### src/rtl/core/fdpf_pkg.sv
// ----------------------------------------------------------------------------
// fdpf_pkg: shared types and constants of the facing dot product filter.
// Holds the CORDIC arctangent table, register indexes and compare rules.
// ----------------------------------------------------------------------------
`default_nettype none
package fdpf_pkg;

  localparam int unsigned STEPS = 20;
  // Vector datapath width: normalized components stay below 2^32 in magnitude
  // and grow by up to sqrt(2) times the CORDIC gain, so 35 signed bits hold them.
  localparam int unsigned VW = 35;
  // Cosine datapath width, Q2.30 plus growth.
  localparam int unsigned CW = 33;
  localparam logic signed [CW-1:0] COS_START = 33'sd652032874;

  typedef enum logic [2:0] {
    REG_TARGET_X    = 3'd0,
    REG_TARGET_Y    = 3'd1,
    REG_THRESHOLD   = 3'd2,
    REG_RULE        = 3'd3,
    REG_FILTER_EN   = 3'd4,
    REG_SCORE_EN    = 3'd5
  } reg_index_t;

  typedef enum logic [2:0] {
    RULE_LT = 3'd0,
    RULE_LE = 3'd1,
    RULE_EQ = 3'd2,
    RULE_GE = 3'd3
  } rule_t;

  // Per-item bookkeeping carried beside the vectoring run.
  typedef struct packed {
    logic        valid;
    logic        nonzero;
    logic [15:0] heading;
  } vec_tag_t;

  // Per-item bookkeeping carried beside the rotation run.
  typedef struct packed {
    logic valid;
    logic nonzero;
    logic flip;
  } rot_tag_t;

  function automatic logic [31:0] atan_entry(input logic [4:0] i);
    logic [31:0] r;
    begin
      unique case (i)
        5'd0:  r = 32'd536870912;
        5'd1:  r = 32'd316933406;
        5'd2:  r = 32'd167458907;
        5'd3:  r = 32'd85004756;
        5'd4:  r = 32'd42667331;
        5'd5:  r = 32'd21354465;
        5'd6:  r = 32'd10679838;
        5'd7:  r = 32'd5340245;
        5'd8:  r = 32'd2670163;
        5'd9:  r = 32'd1335087;
        5'd10: r = 32'd667544;
        5'd11: r = 32'd333772;
        5'd12: r = 32'd166886;
        5'd13: r = 32'd83443;
        5'd14: r = 32'd41722;
        5'd15: r = 32'd20861;
        5'd16: r = 32'd10430;
        5'd17: r = 32'd5215;
        5'd18: r = 32'd2608;
        5'd19: r = 32'd1304;
        default: r = 32'd0;
      endcase
      return r;
    end
  endfunction

endpackage
`default_nettype wire

### src/rtl/core/fdpf_rot_cell.sv
// ----------------------------------------------------------------------------
// fdpf_rot_cell: one rotation CORDIC iteration.
// Rotates the cosine vector by the next table angle toward the residual.
// ----------------------------------------------------------------------------
`default_nettype none
module fdpf_rot_cell #(
  parameter int unsigned STEP = 0
) (
  input  wire                              clk,
  input  wire                              rst,
  input  wire                              advance,
  input  wire signed [fdpf_pkg::CW-1:0]    in_x,
  input  wire signed [fdpf_pkg::CW-1:0]    in_y,
  input  wire signed [32:0]                in_z,
  input  wire fdpf_pkg::rot_tag_t          in_tag,
  output logic signed [fdpf_pkg::CW-1:0]   out_x,
  output logic signed [fdpf_pkg::CW-1:0]   out_y,
  output logic signed [32:0]               out_z,
  output fdpf_pkg::rot_tag_t               out_tag
);

  localparam logic signed [32:0] ATAN = $signed({1'b0, fdpf_pkg::atan_entry(5'(STEP))});

  logic signed [fdpf_pkg::CW-1:0] xs;
  logic signed [fdpf_pkg::CW-1:0] ys;

  always_comb begin
    xs = in_x >>> STEP;
    ys = in_y >>> STEP;
  end

  always_ff @(posedge clk) begin
    if (rst) begin
      out_tag.valid <= 1'b0;
    end else if (advance) begin
      out_tag.valid <= in_tag.valid;
    end
    if (advance) begin
      out_tag.nonzero <= in_tag.nonzero;
      out_tag.flip    <= in_tag.flip;
      if (in_z >= 0) begin
        out_x <= in_x - ys;
        out_y <= in_y + xs;
        out_z <= in_z - ATAN;
      end else begin
        out_x <= in_x + ys;
        out_y <= in_y - xs;
        out_z <= in_z + ATAN;
      end
    end
  end

endmodule
`default_nettype wire

### config.mk
export PLATFORM = sky130hd
export DESIGN_NAME = fdpf_rot_cell
export DESIGN_NICKNAME = d
export VERILOG_FILES = /design/src/rtl/core/fdpf_pkg.sv /design/src/rtl/core/fdpf_rot_cell.sv
export SDC_FILE = /design/constraint.sdc
export NUM_CORES = 1
export LEC_CHECK = 0
export BUFFER_PORTS_ARGS = -buffer_cell sky130_fd_sc_hd__buf_2
export CAP_MARGIN = 20
export CORE_AREA = 4 4 184 97
export DETAILED_ROUTE_END_ITERATION = 8
export DIE_AREA = 0 0 188 101
export PLACE_DENSITY = 0.86
export SYNTH_ARGS = -nofsm -noshare
export SYNTH_HDL_FRONTEND = slang
export SYNTH_SLANG_ARGS = --single-unit
### constraint.sdc
create_clock -name clk -period 4.5 [get_ports clk]
set_input_delay 0.9 -clock clk [delete_from_list [all_inputs] [get_ports clk]]
set_output_delay 0.9 -clock clk [all_outputs]
set_load 0.1 [all_outputs]
==> out/results.ini <==
[run_status]
outcome=completed

[power]
p_per_area_mw_per_mm2=394
finalPower_uw=4110
max-vdd-ir-drop_v=0.000234
leakage_uw=0.00469

[sta]
period_needed_ns=3.81
fmaxAchievable_ghz=0.262
worst_slew_pin_slew_ns=0.905
max_slew_margin_pct=39.7
fin_skew_ns=0
timing.final.setup_violations=0
maxSlewViolCount=0
rsz0062_at_grt=false
finalCritPeriodShare_pct=84.7
hold_viol=0
setup_tns_ns=0

[route]
maxUsedRoutingLayer=met4
wl_met1_um=12100
avgRoutedWirePerCell_um=19.5
wl_met2_um=12400
vias_per_cell=5.89
num_vias=8304
route.met3.wl_um=2410
drc=0
final_antenna_net_count=0
drt_iter0_drc=799
firstDrtPassIters=7
routed_wl_um=27500

[synthesis]
synth-seq-cells=101
synth_top_family_by_area=compound AO/OA/AOI/OAI gates
syn-cell-area_mm2=0.00878
synth.avg_cell_area_um2=8.96
ys_async_sr_fraction_pct=0
synth.area.mux_share_pct=2.07
synth-compound-area-share_pct=22.8
synth_area_leader_cell=edfxtp_1
synth-edff-count=100
synth_xor_area_share_pct=6.29
ys_types=71
synth_area_leaders=edfxtp_1, ha_1, a21oi_1, xnor2_1, inv_1
synth_warnings=0
yosys.area_share.adder_pct=15.6
synth.top_cell.area_share_pct=34.2
synth-simple-area-share_pct=12.1
synth_ff_type=edfxtp_1
yosysSeqAreaShare_pct=34.4
synthTopCellsByCount=a21oi_1, inv_1, ha_1
synth_nets=1192
yosysMostFrequentCell=a21oi_1
synthCells=980

[finish]
antennaDiodeCount=0
drive_gt1_share_pct=22.2
num-fill-cells=1405
syn_to_final_growth_pct=18.7
nets=1389

[worst_hold_path]
whs_path_depth=2
hold_end=out_tag[2]
worstHoldStart=out_tag[2]
min_path_type=reg2reg

[grt]
grt-ovfl-total=0
grtUsageTotal_pct=27.9
antenna_found_initial=0
grt_max_degree=69
grt_pass1_wl_um=42600
grt_pass1_vias=7960

[worst_setup_path]
end_kind=register
r2r-start=out_tag[2]
start_kind=input pin
r2r_end=out_tag[2]
cp.arrival_ns=3.89
r2r_slack_ns=3.88
critPathMaxFanout=11
path_class=in2reg
rr_worst_depth=2
crit_required_ns=4.58

[die]
fp.dieW_um=188
dieArea_mm2=0.0190
core_area_mm2=0.0161
start_util_pct=54.4
die_y_um=101
io_pins=207
rows=33

[clock_network]
cts_resized=0
clk_pin_slew_worst_paths_ns=0.10
cts_root_buf=clkbuf_16
tritoncts=built
clock-sinks=101
cts_setup_buffers=0
clockBufferDepth=2
htreeDepth=3
ctsHoldBuffers=0
clk_latency_ns=0.36
cts_buffers=9

[placed_design]
dp_hpwl_um=21500
place.gp.congestion=0.951
port_buffers=206

[flow_run]
maxCapViolCount=0

registers in the layout, summed over array words and instances (netlist names):
name and cells:
out_x 33, out_y 32, out_z 33, out_tag 3
power breakdown:
part | internal (µW) | leakage, µW | total [µW] | switching, µW
combinational | 444 | 0.00355 | 2030 | 1590
sequential | 1210 | 0.000987 | 1240 | 37.4
clock | 401 | 0.000152 | 833 | 432
worst max-delay path: stages:
cell      delay [ns]
buf_2           0.10
inv_1           0.06
ha_1            0.44
or4_4           0.59
or3_1           0.35
a211oi_2        0.21
nor3_2          0.13
o31ai_1         0.49
a211o_1         0.23
a31oi_1         0.11
mux2i_1         0.19
xnor2_1         0.09
stage by stage:
step | util, % | area [µm²] | std cells | hold WS, ns | worst slack [ns]
2_1_floorplan | - | 8780 | 980 | 0.971 | 0.941
3_3_place_gp | 62.6 | 10100 | 1393 | 0.468 | 0.465
3_5_place_dp | 62.6 | 10100 | 1393 | 0.512 | 0.386
4_1_cts | 64.6 | 10400 | 1409 | 0.537 | 0.763
5_1_grt | 64.6 | 10400 | 1409 | 0.611 | 0.470
6_report | 64.6 | 10400 | 1409 | 0.539 | 0.687
per-layer routing:
metal	vias up	track usage, %
met2	462	45.9
met1	3890	38.9
li1	3903	-
met4	0	6.82
met3	49	4.46
met5	-	0
layout by cell type, fill, tap and decap left out, types with 25 or more instances in the layout:
| master | n |
|---|---|
| buf_2 | 205 |
| a21oi_1 | 112 |
| inv_1 | 108 |
| ha_1 | 103 |
| edfxtp_1 | 100 |
| nor2_1 | 82 |
| o21ai_0 | 65 |
| xnor2_1 | 55 |
| nand2_1 | 36 |
| buf_4 | 26 |
| o21bai_1 | 25 |
layout make-up:
cell class | instances | area (µm²) | share of cell area [%]
Inverter | 111 | 417 | 4.00
Clock inverter | 7 | 91.3 | 0.876
Clock buffer | 9 | 225 | 2.16
Tap cell | 227 | 284 | 2.73
Multi-Input combinational cell | 723 | 5160 | 49.5
Sequential cell | 101 | 3020 | 29.0
Timing Repair Buffer | 231 | 1220 | 11.7
how the worst max path moves through the flow:
stage                        start         to  slack, ns  cells past startpoint
final                     in_x[12]  out_x[20]       0.69                     12
after global routing       in_x[4]  out_x[27]       0.47                     12
after CTS                 in_x[12]  out_x[30]       0.76                     12
after detailed placement  in_x[12]  out_y[28]       0.39                     12
after global placement    in_x[12]  out_y[28]       0.47                     12
after floorplan           in_x[11]  out_y[28]       0.94                     11
logic make-up (layout without fill, tap and decap cells):
logic type | count (synthesis) | after routing
AOI/OAI and AO/OA | 315 | 315
and+or+nand+nor | 220 | 220
DFF | 101 | 101
buffers and inverters | 156 | 358
xor gates and xnor gates | 63 | 63
adders and majority gates | 107 | 107
muxes | 18 | 18
Note: power is estimated with default switching activity, not from simulation.
