[config.mk]
export PLATFORM = sky130hd
export DESIGN_NAME = fdpf_vec_cell
export DESIGN_NICKNAME = d
export VERILOG_FILES = /design/src/rtl/core/fdpf_pkg.sv /design/src/rtl/core/fdpf_vec_cell.sv
export SDC_FILE = /design/constraint.sdc
export NUM_CORES = 1
export LEC_CHECK = 0
export ABC_AREA = 1
export BUFFER_PORTS_ARGS = -buffer_cell sky130_fd_sc_hd__clkbuf_2
export CORE_MARGIN = 2
export CORE_UTILIZATION = 40
export CTS_CLUSTER_SIZE = 14
export DETAILED_ROUTE_END_ITERATION = 8
export GPL_TIMING_DRIVEN = 0
export PLACE_DENSITY = 0.69
export SETUP_SLACK_MARGIN = 0.2
export SLEW_MARGIN = 40
export SYNTH_ARGS = -nofsm -noshare
export SYNTH_HDL_FRONTEND = slang
export SYNTH_SLANG_ARGS = --single-unit
[constraint.sdc]
create_clock -name clk -period 2.6 [get_ports clk]
set_clock_uncertainty 0.2 [all_clocks]
set_input_delay 0.52 -clock clk [delete_from_list [all_inputs] [get_ports clk]]
set_output_delay 0.52 -clock clk [all_outputs]
set_load 0.02 [all_outputs]
[src/rtl/core/fdpf_pkg.sv]
// ----------------------------------------------------------------------------
// fdpf_pkg: shared types and constants of the facing dot product filter.
// Holds the CORDIC arctangent table, register indexes and compare rules.
// ----------------------------------------------------------------------------
`default_nettype none
package fdpf_pkg;

  localparam int unsigned STEPS = 20;
  // Vector datapath width: normalized components stay below 2^32 in magnitude
  // and grow by up to sqrt(2) times the CORDIC gain, so 35 signed bits hold them.
  localparam int unsigned VW = 35;
  // Cosine datapath width, Q2.30 plus growth.
  localparam int unsigned CW = 33;
  localparam logic signed [CW-1:0] COS_START = 33'sd652032874;

  typedef enum logic [2:0] {
    REG_TARGET_X    = 3'd0,
    REG_TARGET_Y    = 3'd1,
    REG_THRESHOLD   = 3'd2,
    REG_RULE        = 3'd3,
    REG_FILTER_EN   = 3'd4,
    REG_SCORE_EN    = 3'd5
  } reg_index_t;

  typedef enum logic [2:0] {
    RULE_LT = 3'd0,
    RULE_LE = 3'd1,
    RULE_EQ = 3'd2,
    RULE_GE = 3'd3
  } rule_t;

  // Per-item bookkeeping carried beside the vectoring run.
  typedef struct packed {
    logic        valid;
    logic        nonzero;
    logic [15:0] heading;
  } vec_tag_t;

  // Per-item bookkeeping carried beside the rotation run.
  typedef struct packed {
    logic valid;
    logic nonzero;
    logic flip;
  } rot_tag_t;

  function automatic logic [31:0] atan_entry(input logic [4:0] i);
    logic [31:0] r;
    begin
      unique case (i)
        5'd0:  r = 32'd536870912;
        5'd1:  r = 32'd316933406;
        5'd2:  r = 32'd167458907;
        5'd3:  r = 32'd85004756;
        5'd4:  r = 32'd42667331;
        5'd5:  r = 32'd21354465;
        5'd6:  r = 32'd10679838;
        5'd7:  r = 32'd5340245;
        5'd8:  r = 32'd2670163;
        5'd9:  r = 32'd1335087;
        5'd10: r = 32'd667544;
        5'd11: r = 32'd333772;
        5'd12: r = 32'd166886;
        5'd13: r = 32'd83443;
        5'd14: r = 32'd41722;
        5'd15: r = 32'd20861;
        5'd16: r = 32'd10430;
        5'd17: r = 32'd5215;
        5'd18: r = 32'd2608;
        5'd19: r = 32'd1304;
        default: r = 32'd0;
      endcase
      return r;
    end
  endfunction

endpackage
`default_nettype wire

[src/rtl/core/fdpf_vec_cell.sv]
// ----------------------------------------------------------------------------
// fdpf_vec_cell: one vectoring CORDIC iteration.
// Rotates the vector toward the x axis and accumulates the angle.
// ----------------------------------------------------------------------------
`default_nettype none
module fdpf_vec_cell #(
  parameter int unsigned STEP = 0
) (
  input  wire                              clk,
  input  wire                              rst,
  input  wire                              advance,
  input  wire signed [fdpf_pkg::VW-1:0]    in_x,
  input  wire signed [fdpf_pkg::VW-1:0]    in_y,
  input  wire [31:0]                       in_z,
  input  wire fdpf_pkg::vec_tag_t          in_tag,
  output logic signed [fdpf_pkg::VW-1:0]   out_x,
  output logic signed [fdpf_pkg::VW-1:0]   out_y,
  output logic [31:0]                      out_z,
  output fdpf_pkg::vec_tag_t               out_tag
);

  localparam logic [31:0] ATAN = fdpf_pkg::atan_entry(5'(STEP));

  logic signed [fdpf_pkg::VW-1:0] xs;
  logic signed [fdpf_pkg::VW-1:0] ys;

  always_comb begin
    xs = in_x >>> STEP;
    ys = in_y >>> STEP;
  end

  always_ff @(posedge clk) begin
    if (rst) begin
      out_tag.valid <= 1'b0;
    end else if (advance) begin
      out_tag.valid <= in_tag.valid;
    end
    if (advance) begin
      out_tag.nonzero <= in_tag.nonzero;
      out_tag.heading <= in_tag.heading;
      if (in_y > 0) begin
        out_x <= in_x + ys;
        out_y <= in_y - xs;
        out_z <= in_z + ATAN;
      end else begin
        out_x <= in_x - ys;
        out_y <= in_y + xs;
        out_z <= in_z - ATAN;
      end
    end
  end

endmodule
`default_nettype wire

==> impl_summary.md <==
Die
Measured along the x axis, the die boundary spans 172 µm. The initial cell density of the core is 0.406. The total die area is 0.0295 mm².

243 I/O pins were placed. The core region is 0.0278 mm². The die boundary height is 172 µm.

The initialized floorplan defines a little over 60 standard-cell rows.

Worst setup path
The worst path arrival time is between 2000 and 2500 ps. The setup check on the worst reg-to-reg path leaves a slack of 1800 ps. STA classifies the critical path endpoint as a register. The launching element type of the critical path is an input pin.

The worst setup path is of the input pin to register kind. The required time of the worst setup path is around 2600 ps. The worst register-to-register path begins at out_tag[17]. Along the worst path, the maximum fanout reaches 4.

The worst register-to-register path has a depth of 2. The end of the worst register-to-register path is out_tag[17].

Status
The run finished with clean final reports.

Global routing
The global router's overall resource usage is 0.296. The layer flagged by global routing as most heavily used is met2. The met3 capacity usage during global routing is 0.0597. The via count of the first global-routing pass was 11359. In the global route stage, met1 resource usage came out at 0.407.

The first global-routing pass estimated 64200 µm of wire. The total overflow left after global routing is 0. In the global route stage, met2 resource usage came out at 0.460. Entering global routing, the biggest net connects 78 pins. The initial antenna violation count was 1.

Clock tree
The number of H-tree branching levels is 4. The tree built by TritonCTS fans out to roughly 120 sinks. The clock tree from TritonCTS is yes. In this run, post-CTS hold repair placed 0 buffers. The clock insertion delay at the later pin of the skew report is 420 ps.

The number of buffers on the longest clock path is 2. After clock tree synthesis, the clock-pin slew on the worst setup and hold paths is 60 ps. The clock root buffer is sky130_fd_sc_hd__clkbuf_16. The number of clock buffers inserted by TritonCTS is 17.

Power
In this run the power spent charging and discharging nets is ~3200 µW. The relative contribution of combinational cells to total power is 0.417. Of the total power, the share spent switching nets is 0.391. Cell internal power was estimated by the tool at roughly 5000 µW. The part of the total power dissipated in the clock network is 0.284. VDD sags by at most 0.459 mV. For this design the static power due to leakage is roughly 0.0077 µW. The part of the power in registers is 0.299. The power per standard cell area is 518 mW/mm².

STA
The setup-violating endpoint count in the final report is 0. The minimum period implied by the final worst setup slack is 2400 ps. The count of endpoints failing hold in the final timing report was 0. The worst max-slew margin expressed relative to the limit is 0.645. Setup repair after global routing could not meet its margin everywhere. The post-route worst setup slack is 202 ps. For the pin with the worst max-slew slack, the measured transition is 531 ps. The max-slew violation count came to 0.

The final period utilization is 0.922. For this run, the top clock speed supported by timing is 0.417 GHz.

Layout
Counting the fill cells in the layout gives 2636. The area of the multi-input gates is between 0.007 and 0.008 mm². The register cell area after layout is 0.00356 mm². In the final design database the tool counted 2189 nets. Leaving out fill and tap cells, the most frequent cells in the layout are sky130_fd_sc_hd__nand2_1, sky130_fd_sc_hd__clkbuf_2, sky130_fd_sc_hd__inv_1. Leaving out fill and tap cells, the most frequent cell in the layout is sky130_fd_sc_hd__nand2_1. Compared with the post-synthesis result, the final layout area differs by 40.5%. The final cell count without fillers is 2351.

The proportion of layout cells with a drive suffix above 1 is 0.360. The repair_antennas step left the layout with diodes totalling 0.

Drt
The DRC marker count from the first detailed-route iteration is approximately 1200. The number of search-and-repair iterations in the first detailed-routing pass is 5. In this run the remaining antenna-violating nets after routing total 0.

The total via count after detailed routing is 12563. The final layout contains routed wiring with a total length of 46300 µm. After detailed routing, the average wire length per cell comes to 19.7 µm. Using the TritonRoute via totals, the vias-per-cell ratio works out to 5.34. For this run, design rule violations remaining after detail routing come to 0.

Synthesis
The synthesized net count is 1843. The mean instance size in the synthesized netlist is 6.99 µm². The gate count of the mapped netlist is ~1600.

The netlist area before placement is 0.0113 mm². The sequential area share after synthesis is 0.316. Counting flops and latches in the post-synthesis netlist gives between 100 and 150. For this run, the number of Yosys warnings is 0. The count of distinct cell types in the synthesized netlist is 38.

Placement
The port buffer count is 242. The post-placement setup slack is -869 ps. After legalization and detailed placement, the total HPWL measured about 37000 µm. At the end of routability-driven placement, the weighted congestion stood at 1.04.

Once placement completed, the tool counted placed cells totaling 2235.

Job
The tool flagged a number of max-cap violations equal to 0.

Min path
The startpoint identified for the worst hold timing path is rst. The endpoint of the worst hold-timing path is out_tag[17]. The worst hold path cell count is 2. The path class of the tightest hold or removal check is input pin to register.
==> routing by layer <==
| layer | vias to the layer above | share of wire |
|---|---|---|
| met1 | 5894 | 0.43 |
| met3 | 78 | 0.097 |
| li1 | 5956 | - |
| met4 | 0 | 0.031 |
| met5 | - | 0 |
| met2 | 635 | 0.44 |
==> registers in the layout (all words and copies together), names as in the netlist <==
name	cells
out_z	32
out_x	35
out_tag	18
out_y	34
==> cell usage after synthesis, drive strengths merged <==
cell type	instances	share of area
nand2	458	0.16
inv	238	0.079
nand3	151	0.067
nor2	147	0.053
a21oi	119	0.054
edfxtp	118	0.31
o21ai	106	0.048
ha	102	0.11
buf	41	0.024
xor2	35	0.027
nor3	21	0.011
nand4	19	0.011
o21bai	19	0.013
a21o	8	0.0053
a21boi	4	0.0027
a31oi	4	0.0022
clkbuf	4	0.0013
fa	4	0.0071
nor4	4	0.0039
xnor2	3	0.0023
and2	2	0.0011
nand3b	2	0.0013
dfxtp	1	0.0018
mux2i	1	0.00089
o211ai	1	0.00067
o21a	1	0.00067
or2	1	0.00056
==> what timing repair did <==
item | in CTS | in global routing
cloned | 0 | 5
gates resized for setup | 100 | 322
endpoints found under the setup margin | 70 | 67
pin swaps | 12 | 64
buffers inserted | 12 | 67
==> critical path, cell delays in order <==
cell	delay, ps
sky130_fd_sc_hd__clkbuf_2	110
sky130_fd_sc_hd__inv_1	70
sky130_fd_sc_hd__ha_4	280
sky130_fd_sc_hd__buf_2	200
sky130_fd_sc_hd__nand2_2	160
sky130_fd_sc_hd__o21ai_1	230
sky130_fd_sc_hd__inv_1	100
sky130_fd_sc_hd__nand2_1	100
sky130_fd_sc_hd__nand2_1	110
sky130_fd_sc_hd__nand2_2	140
sky130_fd_sc_hd__nand2_1	90
sky130_fd_sc_hd__nand2_1	80
sky130_fd_sc_hd__nand2_1	50
sky130_fd_sc_hd__nand3_1	70
sky130_fd_sc_hd__nand2_1	60
==> worst max path at each step <==
stage / start / end / slack, ps
2_1_floorplan: in_y[0] / out_y[32] / 220
3_3_place_gp: in_y[0] / out_z[31] / -850
3_5_place_dp: in_y[0] / out_z[31] / -870
4_1_cts: in_y[1] / out_z[31] / 150
5_1_grt: in_x[25] / out_x[32] / 150
6_report: in_x[6] / out_x[31] / 200
==> logic make-up (layout without fill, tap and decap cells) <==
kind of cell / count (synthesis) / in the layout / synth area share
mux: 1 / 1 / 0.000888
compound gates: 262 / 262 / 0.126
simple gates: 805 / 805 / 0.303
xor+xnor: 38 / 38 / 0.0295
fa+ha+maj: 106 / 106 / 0.120
flops: 119 / 119 / 0.316
buf+inv: 283 / 642 / 0.104
==> power groups by stage <==
stage / sequential [µW] / clock (µW) / combinational (µW)
after floorplan: 2790 / 0 / 1390
after global placement: 2500 / 0 / 2640
after detailed placement: 2500 / 0 / 2680
after CTS: 2460 / 2380 / 2800
after global routing: 2480 / 2460 / 3670
final: 2460 / 2330 / 3420
==> metrics by stage <==
stage / setup TNS, ps / utilization / hold slack [ps] / instance area [µm²] / power (µW)
global placement: -116420 / 0.467 / 278 / 13000 / 5140
finish: 0 / 0.570 / 61.7 / 15800 / 8210
global route: 0 / 0.570 / 56.8 / 15800 / 8610
floorplan: 0 / - / 379 / 11300 / 4190
CTS: 0 / 0.505 / 41.6 / 14000 / 7650
detailed placement: -35830 / 0.468 / 329 / 13000 / 5180
==> final cells by class <==
cell class	instances	area share
multi-input combinational	1212	0.498
sequential	119	0.225
timing repair buffer	327	0.122
inverter	238	0.0584
buffer	45	0.0302
tap	378	0.0298
clock buffer	18	0.0271
clock inverter	14	0.00947
(Power assumes the default switching activity.)
