`config.mk`:
```
export PLATFORM = sky130hd
export DESIGN_NAME = fdpf_norm_cell
export DESIGN_NICKNAME = d
export VERILOG_FILES = /design/src/rtl/core/fdpf_pkg.sv /design/src/rtl/core/fdpf_norm_cell.sv
export SDC_FILE = /design/constraint.sdc
export NUM_CORES = 1
export LEC_CHECK = 0
export BUFFER_PORTS_ARGS = -buffer_cell sky130_fd_sc_hd__clkbuf_2
export CAP_MARGIN = 20
export CORE_MARGIN = 1.5
export CORE_UTILIZATION = 45
export CTS_CLUSTER_SIZE = 24
export DETAILED_ROUTE_END_ITERATION = 12
export GPL_TIMING_DRIVEN = 0
export PLACE_DENSITY = 0.78
export SYNTH_ARGS = -nofsm -noshare
export SYNTH_HDL_FRONTEND = slang
export SYNTH_SLANG_ARGS = --single-unit
```
`constraint.sdc`:
```
create_clock -name clk -period 2.25 [get_ports clk]
set_input_delay 0.1125 -clock clk [delete_from_list [all_inputs] [get_ports clk]]
set_output_delay 0.1125 -clock clk [all_outputs]
set_load 0.03 [all_outputs]
```
`src/rtl/core/fdpf_pkg.sv`:
```
// ----------------------------------------------------------------------------
// fdpf_pkg: shared types and constants of the facing dot product filter.
// Holds the CORDIC arctangent table, register indexes and compare rules.
// ----------------------------------------------------------------------------
`default_nettype none
package fdpf_pkg;

  localparam int unsigned STEPS = 20;
  // Vector datapath width: normalized components stay below 2^32 in magnitude
  // and grow by up to sqrt(2) times the CORDIC gain, so 35 signed bits hold them.
  localparam int unsigned VW = 35;
  // Cosine datapath width, Q2.30 plus growth.
  localparam int unsigned CW = 33;
  localparam logic signed [CW-1:0] COS_START = 33'sd652032874;

  typedef enum logic [2:0] {
    REG_TARGET_X    = 3'd0,
    REG_TARGET_Y    = 3'd1,
    REG_THRESHOLD   = 3'd2,
    REG_RULE        = 3'd3,
    REG_FILTER_EN   = 3'd4,
    REG_SCORE_EN    = 3'd5
  } reg_index_t;

  typedef enum logic [2:0] {
    RULE_LT = 3'd0,
    RULE_LE = 3'd1,
    RULE_EQ = 3'd2,
    RULE_GE = 3'd3
  } rule_t;

  // Per-item bookkeeping carried beside the vectoring run.
  typedef struct packed {
    logic        valid;
    logic        nonzero;
    logic [15:0] heading;
  } vec_tag_t;

  // Per-item bookkeeping carried beside the rotation run.
  typedef struct packed {
    logic valid;
    logic nonzero;
    logic flip;
  } rot_tag_t;

  function automatic logic [31:0] atan_entry(input logic [4:0] i);
    logic [31:0] r;
    begin
      unique case (i)
        5'd0:  r = 32'd536870912;
        5'd1:  r = 32'd316933406;
        5'd2:  r = 32'd167458907;
        5'd3:  r = 32'd85004756;
        5'd4:  r = 32'd42667331;
        5'd5:  r = 32'd21354465;
        5'd6:  r = 32'd10679838;
        5'd7:  r = 32'd5340245;
        5'd8:  r = 32'd2670163;
        5'd9:  r = 32'd1335087;
        5'd10: r = 32'd667544;
        5'd11: r = 32'd333772;
        5'd12: r = 32'd166886;
        5'd13: r = 32'd83443;
        5'd14: r = 32'd41722;
        5'd15: r = 32'd20861;
        5'd16: r = 32'd10430;
        5'd17: r = 32'd5215;
        5'd18: r = 32'd2608;
        5'd19: r = 32'd1304;
        default: r = 32'd0;
      endcase
      return r;
    end
  endfunction

endpackage
`default_nettype wire

```
`src/rtl/core/fdpf_norm_cell.sv`:
```
// ----------------------------------------------------------------------------
// fdpf_norm_cell: one step of the normalizing shift chain.
// Shifts the vector left by SHIFT in one stage while both components stay inside 2^(32-SHIFT).
// Five cells shift by 16, 8, 4, 2 and 1, so any nonzero vector is normalized.
// ----------------------------------------------------------------------------
`default_nettype none
module fdpf_norm_cell #(
  parameter int unsigned SHIFT = 1
) (
  input  wire                         clk,
  input  wire                         rst,
  input  wire                         advance,
  input  wire signed [32:0]           in_x,
  input  wire signed [32:0]           in_y,
  input  wire fdpf_pkg::vec_tag_t     in_tag,
  output logic signed [32:0]          out_x,
  output logic signed [32:0]          out_y,
  output fdpf_pkg::vec_tag_t          out_tag
);

  localparam logic signed [32:0] LIM = 33'sd1 <<< (32 - SHIFT);

  logic fits;
  logic signed [32:0] sx;
  logic signed [32:0] sy;

  // The shift is taken when every doubling in it starts strictly inside
  // plus or minus 2^31, which is the case when both components lie strictly
  // inside plus or minus 2^(32-SHIFT).
  always_comb begin
    fits = (in_x < LIM) && (in_x > -LIM) && (in_y < LIM) && (in_y > -LIM);
    sx = in_x <<< SHIFT;
    sy = in_y <<< SHIFT;
  end

  always_ff @(posedge clk) begin
    if (rst) begin
      out_tag.valid <= 1'b0;
    end else if (advance) begin
      out_tag.valid <= in_tag.valid;
    end
    if (advance) begin
      out_tag.nonzero <= in_tag.nonzero;
      out_tag.heading <= in_tag.heading;
      out_x <= fits ? sx : in_x;
      out_y <= fits ? sy : in_y;
    end
  end

endmodule
`default_nettype wire

```
==> impl_metrics.ini, run 1 <==
[placed_design]
port_buffers = 170
dp_hpwl_mm = 6.19
numPlacedInstances = 461
gp_congestion = 0.771

[floorplan]
std_cell_rows = 32
fp.dieArea_sq_um = 8590
start_util_pct = 46.6
ios = 171
coreArea_sq_um = 7770
fp.dieW_microns = 92.7
die_y_microns = 92.7

[grt]
grt_use_total_pct = 20.1
overflow = 0
grt_pass1_wl_mm = 12.6
grt_pass1_vias = 2449
antenna_found_initial = 0
grt_max_degree = 48

[critical_path]
path_depth = 8
crit_type = in2reg
cp-start-kind = input port
path_cells = clkbuf_2 -> or4_1 -> nor3_2 -> a31oi_4 -> nor2b_4 -> buf_6 -> buf_6 -> mux2_4
reg2reg_slack_ps = 1650
required_ps = 2360
path_buf_inv = 3
crit_family = simple AND/OR/NAND/NOR gates
cp_slowest_cell = or4_1
arrival_ps = 2030
critPathCaptureType = flip-flop
critical_path.max_stage_delay_ps = 560
rr_startpoint = out_tag[17]$_SDFFE_PP0P_
r2r_cells = 2
cp_common_cell = buf_6
critical_path.reg2reg.endpoint = out_tag[17]$_SDFFE_PP0P_
path_max_fanout = 10

[layout]
instances_no_fill = 495
final_cell_mix = clkbuf_2, edfxtp_1, mux2_4
multiInputGateArea_sq_um = 1050
register_area_sq_um = 2510
nFillCells = 596
antenna_cells = 0
area_growth_syn_to_layout_pct = 38.1
fin_util_pct = 64.4
layout-drive-gt1-share_pct = 58.5
nNetsFinal = 475
layout_commonest_cell = clkbuf_2

[outcome]
run_status = finished, final reports clean

[drt]
drc = 0
drt_iter0_drc = 59
antenna_left = 0
routed_wl_mm = 8.34
first_pass_iters = 4
routedWlPerCell_microns = 16.8
via_per_inst = 4.93
vias = 2442

[cts]
cts.clk_slew.worst_paths_ps = 80
cts_resized = 0
h-tree-depth = 3
cts_buffers = 9
worstSkewPairLatency_ps = 350
ctsLongestPathBuffers = 2
tritoncts = built
postCtsSetupBuffers = 0
hold_buffers = 18
cts_sinks = 84
cts_root_buf = clkbuf_8

[min_path]
holdCritStartpoint = in_tag[17]
hold-path-cell-count = 3
hold_end = out_tag[17]$_SDFFE_PP0P_
min-delay-path-class = in2reg

[logic_synthesis]
synth_edf_count = 83
syn-cell-area_sq_um = 3620
synth_seq_cells = 84
netlist_instances = 188
synth_cell_type_count = 25
yosysSeqAreaShare_pct = 69.4
async_reset_ff_share_pct = 0
synthesis.yosys.warnings = 0
synthFlopType = edfxtp_1
synth_area_per_cell_sq_um = 19.3
synth_nets = 275

[sta]
fmax_mhz = 521
hold_violations = 0
finalWorstPathRequiredPeriod_ps = 1920
setup_viol = 0
tns_ps = 0
hold_ws_ps = 15.5
slew_viol_final = 0
worst_pin_slew_ps = 595
slew-limit-headroom_pct = 60.3
min_period_over_period_pct = 85.3
skew_ps = 0
rsz0062_at_grt = false

[power]
vdd_drop_max_mv = 0.397
power.total_mw = 3.91
power_frac_seq_pct = 49.8
leakagePower_nw = 2.13
power_density_nw_per_um2 = 782
p_clk_share_pct = 27.6
power_frac_comb_pct = 22.6
p_sw_mw = 1.15
swShare_pct = 29.4
intPower_mw = 2.76

[flow_run]
cap_violations = 0
## Yosys cell counts (2+ instances only)
cell type  number  area [sq um]
xnor2_1         2          17.5
nor4_1         11          68.8
buf_6           4          45.0
edfxtp_1       83          2490
mux2_4         28           420
clkbuf_1        3          11.3
mux2_2          8          90.1
nand4_1         2          12.5
mux2_1         26           293
nor2b_1         2          12.5
nand2_1         2          7.51
nor2_1          4          15.0
## worst reg2reg max path: stages, from the launching register on
cell and delay [ps]:
dfxtp_1 320, mux2i_1 120, nor2_1 60
## flip-flops by register name, indices dropped and copies added (netlist names)
name,cells
out_tag,18
out_x,33
out_y,33
## worst max path at each step
stage	slack [ps]	from	to
global placement	-40	in_x[9]	out_y[6]$_DFFE_PP_
global route	200	in_y[26]	out_x[18]$_DFFE_PP_
floorplan	280	in_x[9]	out_x[10]$_DFFE_PP_
finish	330	in_x[9]	out_x[4]$_DFFE_PP_
CTS	320	in_x[9]	out_x[6]$_DFFE_PP_
detailed placement	-80	in_x[9]	out_y[6]$_DFFE_PP_
## stage by stage
stage	area (sq um)	worst slack [ps]
floorplan	3620	278
finish	5000	331
detailed placement	4620	-79.8
global placement	4600	-39.4
global route	5000	202
CTS	5000	323
## power by group through the flow
stage	Combinational, mW	Sequential, mW	Clock, mW
after floorplan	0.229	2.30	0
after global placement	0.845	1.98	0
after detailed placement	0.864	1.98	0
after CTS	0.891	1.95	1.11
after global routing	0.931	1.96	1.16
final	0.884	1.95	1.08
## area by class of cell
cell class | instances | area share [%]
Buffer | 8 | 1.20
Clock buffer | 10 | 2.55
Clock inverter | 6 | 1.43
Multi-Input combinational cell | 96 | 21.0
Sequential cell | 84 | 50.2
Tap cell | 102 | 2.55
Timing Repair Buffer | 189 | 21.1
## cell families after synthesis
logic type / after synthesis / share of synthesized area, %
flops: 84 / 69.4
compound gates: 1 / 0.587
xor+xnor: 2 / 0.484
mux: 63 / 22.5
buf+inv: 8 / 1.66
simple gates: 30 / 5.43
## routing by layer
metal	GRT usage [%]	routed length, microns	vias up
li1	-	-	1157
met1	23.1	3230	1151
met2	35.4	4290	121
met3	4.93	645	13
met4	8.59	176	0
met5	0	0	-
(Power assumes the default switching activity.)
==> run 2, diff against run 1 <==
--- a/config.mk
+++ b/config.mk
@@ -8,11 +8,10 @@
 export BUFFER_PORTS_ARGS = -buffer_cell sky130_fd_sc_hd__clkbuf_2
 export CAP_MARGIN = 20
 export CORE_MARGIN = 1.5
-export CORE_UTILIZATION = 45
+export CORE_UTILIZATION = 42
 export CTS_CLUSTER_SIZE = 24
 export DETAILED_ROUTE_END_ITERATION = 12
-export GPL_TIMING_DRIVEN = 0
-export PLACE_DENSITY = 0.78
+export PLACE_DENSITY = 0.76
 export SYNTH_ARGS = -nofsm -noshare
 export SYNTH_HDL_FRONTEND = slang
 export SYNTH_SLANG_ARGS = --single-unit
==> constraint.sdc (replaced) <==
create_clock -name clk -period 1.7 [get_ports clk]
set_input_delay 0.085 -clock clk [delete_from_list [all_inputs] [get_ports clk]]
set_output_delay 0.085 -clock clk [all_outputs]
set_load 0.03 [all_outputs]
==> run 2 against run 1 <==
Compared with the run above: critical path depth is the same; setup slack lost 230 ps; combinational power grew 41%; register-to-register slack lost 1200 ps; core utilization grew 0.49 points; die area grew 6.9%; final cell count grew 9.7%; clock skew is the same; first-iteration DRC count grew 10%; largest power group unchanged; highest routed layer unchanged.
==> impl_metrics.ini, run 2 (synthesis results as in run 1) <==
[cts]
cts.clk_slew.worst_paths_ps = 80
h-tree-depth = 3
ctsLongestPathBuffers = 2
tritoncts = built
cts_sinks = 84
cts_buffers = 9
cts_root_buf = clkbuf_8
worstSkewPairLatency_ps = 350

[drt]
first_pass_iters = 4
drc = 0
routed_wl_mm = 8.48
routedWlPerCell_microns = 15.6
top_layer = met4
drt_iter0_drc = 65
antenna_left = 0
vias = 2574
wl_met3_microns = 542
wl_met1_mm = 3.33
via_per_inst = 4.74
wl_met2_mm = 4.49

[power]
leakagePower_nw = 2.39
vdd_drop_max_mv = 0.528
power_frac_comb_pct = 23.6
swShare_pct = 29.5
power_frac_seq_pct = 48.9
power_density_nw_per_um2 = 979
p_sw_mw = 1.55
p_clk_share_pct = 27.5
power.total_mw = 5.27
intPower_mw = 3.72

[outcome]
run_status = finished, final reports clean

[floorplan]
fp.dieArea_sq_um = 9190
coreArea_sq_um = 8300
start_util_pct = 43.6
die_y_microns = 95.9
fp.dieW_microns = 95.9
std_cell_rows = 33
ios = 171

[layout]
area_growth_syn_to_layout_pct = 48.7
final_cell_area_sq_um = 5380
fin_util_pct = 64.9
layout_commonest_cell = clkbuf_2
nNetsFinal = 520
final_cell_mix = clkbuf_2, edfxtp_1, buf_4
multiInputGateArea_sq_um = 1070
layout-drive-gt1-share_pct = 63.7
reg_top3 = out_x x33, out_y x33, out_tag x18
register_area_sq_um = 2510
antenna_cells = 0
nFillCells = 630

[flow_run]
cap_violations = 0

[grt]
grt_pass1_wl_mm = 12.6
grt_use_total_pct = 18.6
antenna_found_initial = 0
overflow = 0
grt_max_degree = 42
grt_pass1_vias = 2671

[critical_path]
arrival_ps = 1700
crit_type = in2reg
cp-start-kind = input port
path_max_fanout = 8
required_ps = 1800
critPathCaptureType = flip-flop
r2r_cells = 3

[min_path]
hold-path-cell-count = 2
min-delay-path-class = in2reg

[sta]
finalWorstPathRequiredPeriod_ps = 1590
worst_pin_slew_ps = 335
min_period_over_period_pct = 93.8
setup_viol = 0
hold_violations = 0
rsz0062_at_grt = false
slew_viol_final = 0
slew-limit-headroom_pct = 77.5
fmax_mhz = 627
skew_ps = 0

[placed_design]
port_buffers = 170
gp_congestion = 0.841
dp_hpwl_mm = 6.44
place_area_sq_um = 4970
[run 2: cell types whose count changed in the layout (fill, tap and decap cells not counted), moves of 2 or more]
cell           before  now
clkinvlp_4          2    0
clkbuf_1            4    0
dlygate4sd3_1      18   20
buf_6               4    0
buf_4               0   51
[run 2: cell type report]
class / instances / area share (%)
clock buffer: 9 / 2.30
multi-input combinational: 96 / 19.9
tap: 105 / 2.44
sequential: 84 / 46.7
timing repair buffer: 242 / 27.3
clock inverter: 7 / 1.37
[run 2: metal layers]
layer  up-vias  track usage (%)
li1       1243                -
met1      1217             21.3
met2       102             32.6
met3        12             5.69
met4         0             6.62
met5         -                0
[run 2: timing repair]
item | CTS | global route
resized for setup | 0 | 1
hold endpoints to repair | 19 | 0
hold buffers | 20 | 0
setup buffers | 0 | 1
endpoints found under the setup margin | 0 | 30
[run 2: per-stage QoR]
step / setup TNS (ps) / instances / setup slack (ps) / hold WS [ps]
3_5_place_dp: -15780 / 506 / -327 / 252
3_3_place_gp: -15560 / 506 / -316 / 242
2_1_floorplan: -6190 / 188 / -206 / 157
4_1_cts: 0 / 542 / 51.2 / 28.4
5_1_grt: 0 / 543 / 17.5 / 29.3
6_report: 0 / 543 / 106 / 41.9
[run 2: critical path, cell delays in order]
cell and delay [ps]:
clkbuf_2 100, nor4_1 330, nand4_1 190, nor4_4 270
buf_4 170, nor2b_4 60, buf_4 180, mux2_4 300
[run 2: power by group through the flow]
stage	registers, mW	logic [mW]	clock network [mW]
2_1_floorplan	3.04	0.312	0
3_3_place_gp	2.62	1.19	0
3_5_place_dp	2.63	1.22	0
4_1_cts	2.58	1.26	1.47
5_1_grt	2.60	1.33	1.57
6_report	2.58	1.25	1.45
[run 2: worst paths after layout]
check | startpoint | to | slack (ps)
setup / recovery | in_y[8] | out_y[3]$_DFFE_PP_ | 110
hold / removal | in_y[32] | out_y[32]$_DFFE_PP_ | 40
setup reg to reg | out_tag[17]$_SDFFE_PP0P_ | out_tag[17]$_SDFFE_PP0P_ | 480
hold reg to reg | out_tag[17]$_SDFFE_PP0P_ | out_tag[17]$_SDFFE_PP0P_ | 1120
==> run 3, diff against run 2 <==
--- a/config.mk
+++ b/config.mk
@@ -11,7 +11,7 @@
 export CORE_UTILIZATION = 42
 export CTS_CLUSTER_SIZE = 24
 export DETAILED_ROUTE_END_ITERATION = 12
-export PLACE_DENSITY = 0.76
+export PLACE_DENSITY = 0.88
 export SYNTH_ARGS = -nofsm -noshare
 export SYNTH_HDL_FRONTEND = slang
 export SYNTH_SLANG_ARGS = --single-unit
==> run 3 against run 2 <==
Compared with the run above: critical path depth stayed put; hold slack worse by 31 ps; highest routed layer unchanged; power is 2.6% higher; setup slack worse by 45 ps; clock power is 4% higher.
==> impl_metrics.ini, run 3 (synthesis results as in run 1) <==
[outcome]
run_status = finished, final reports clean

[layout]
layout-drive-gt1-share_pct = 65.3
layout_commonest_cell = clkbuf_2
fin_util_pct = 66.1
final_cell_mix = clkbuf_2, edfxtp_1, buf_4
reg_top3 = out_x x33, out_y x33, out_tag x18
area_growth_syn_to_layout_pct = 51.6
nNetsFinal = 521
antenna_cells = 0

[placed_design]
dp_hpwl_mm = 6.49
port_buffers = 170
gp_congestion = 0.853

[drt]
drt_iter0_drc = 80
via_per_inst = 4.85
first_pass_iters = 4
vias = 2633
antenna_left = 0
routedWlPerCell_microns = 16.5
drc = 0
routed_wl_mm = 8.96

[cts]
cts_sinks = 84
tritoncts = built
worstSkewPairLatency_ps = 330
cts.clk_slew.worst_paths_ps = 80
ctsLongestPathBuffers = 2
h-tree-depth = 3
cts_buffers = 9
cts_root_buf = clkbuf_8

[floorplan]
die_y_microns = 95.9
start_util_pct = 43.6
ios = 171
fp.dieW_microns = 95.9
coreArea_sq_um = 8300
fp.dieArea_sq_um = 9190
std_cell_rows = 33

[critical_path]
cp-start-kind = input port
required_ps = 1790
crit_type = in2reg
critPathCaptureType = flip-flop
path_max_fanout = 11
arrival_ps = 1730

[grt]
grt_pass1_wl_mm = 12.5
grt_pass1_vias = 2702
grt_use_total_pct = 18.4
met2_usage_pct = 33.0
overflow = 0
use_met3_pct = 4.27
met1_usage_pct = 20.9
grt_max_degree = 85
antenna_found_initial = 0
grt-busiest-layer = met2

[sta]
hold_violations = 0
setup_viol = 0
worst_pin_slew_ps = 464
hold_ws_ps = 11.3
skew_ps = 0
min_period_over_period_pct = 96.5
slew-limit-headroom_pct = 69.0
tns_ps = 0
finalWorstPathRequiredPeriod_ps = 1640
fmax_mhz = 610
rsz0062_at_grt = false
slew_viol_final = 0

[flow_run]
cap_violations = 0

[power]
vdd_drop_max_mv = 0.546
power_density_nw_per_um2 = 986
leakagePower_nw = 2.44

[min_path]
min-delay-path-class = in2reg
run 3: changes by cell type in the layout (fill, tap and decap cells not counted), sizes merged:
cell         change
buf              +1
bufinv           +1
clkbuf           +2
clkinv           -1
dlygate4sd3      -1
inv              -2
run 3: routing by layer:
layer	share of wire [%]	wire length [microns]
met2	53	4720
met5	0	0
met1	40	3560
met3	5.7	508
met4	1.9	170
run 3: path summary, 6_finish.rpt:
kind | slack (ps) | to | cells past startpoint | start
worst max-delay path | 60 | out_x[13]$_DFFE_PP_ | 8 | in_y[5]
worst max register to register | 1090 | out_tag[17]$_SDFFE_PP0P_ | 2 | out_tag[17]$_SDFFE_PP0P_
worst min register to register | 540 | out_tag[17]$_SDFFE_PP0P_ | 2 | out_tag[17]$_SDFFE_PP0P_
worst min-delay path | 10 | out_tag[17]$_SDFFE_PP0P_ | 3 | in_tag[17]
run 3: power breakdown:
part	switching [mW]	internal, mW	total [mW]	leakage [nW]
clock	0.698	0.816	1.51	0.104
combinational	0.763	0.554	1.32	1.51
sequential	0.0586	2.52	2.58	0.820
run 3: area by class of cell:
| class | count | area [sq um] |
|---|---|---|
| Clock buffer | 10 | 128 |
| Timing Repair Buffer | 243 | 1530 |
| Sequential cell | 84 | 2510 |
| Tap cell | 105 | 131 |
| Multi-Input combinational cell | 96 | 1110 |
| Clock inverter | 5 | 77.6 |
| Fill cell | 598 | 2810 |
run 3: what timing repair did:
action | 4_1_cts | 5_1_grt
endpoints found under the setup margin | 0 | 45
endpoints found under the hold margin | 19 | 0
setup buffers | 0 | 1
resized for setup | 0 | 13
hold buffers | 19 | 0
run 3: stage by stage:
stage	total power [mW]	instances	setup WS (ps)	area [sq um]
after floorplan	3.35	188	-206	3650
after global routing	5.60	543	14.3	5490
after detailed placement	3.86	505	-311	4980
final	5.41	543	60.2	5490
after global placement	3.81	505	-297	4980
after CTS	5.38	539	40.3	5370
run 3: critical path, stage by stage:
cell	delay [ps]
clkbuf_2	100
nor4_2	310
nand4_1	200
nor4_4	300
buf_4	180
nor2b_4	80
buf_12	160
mux2_4	300
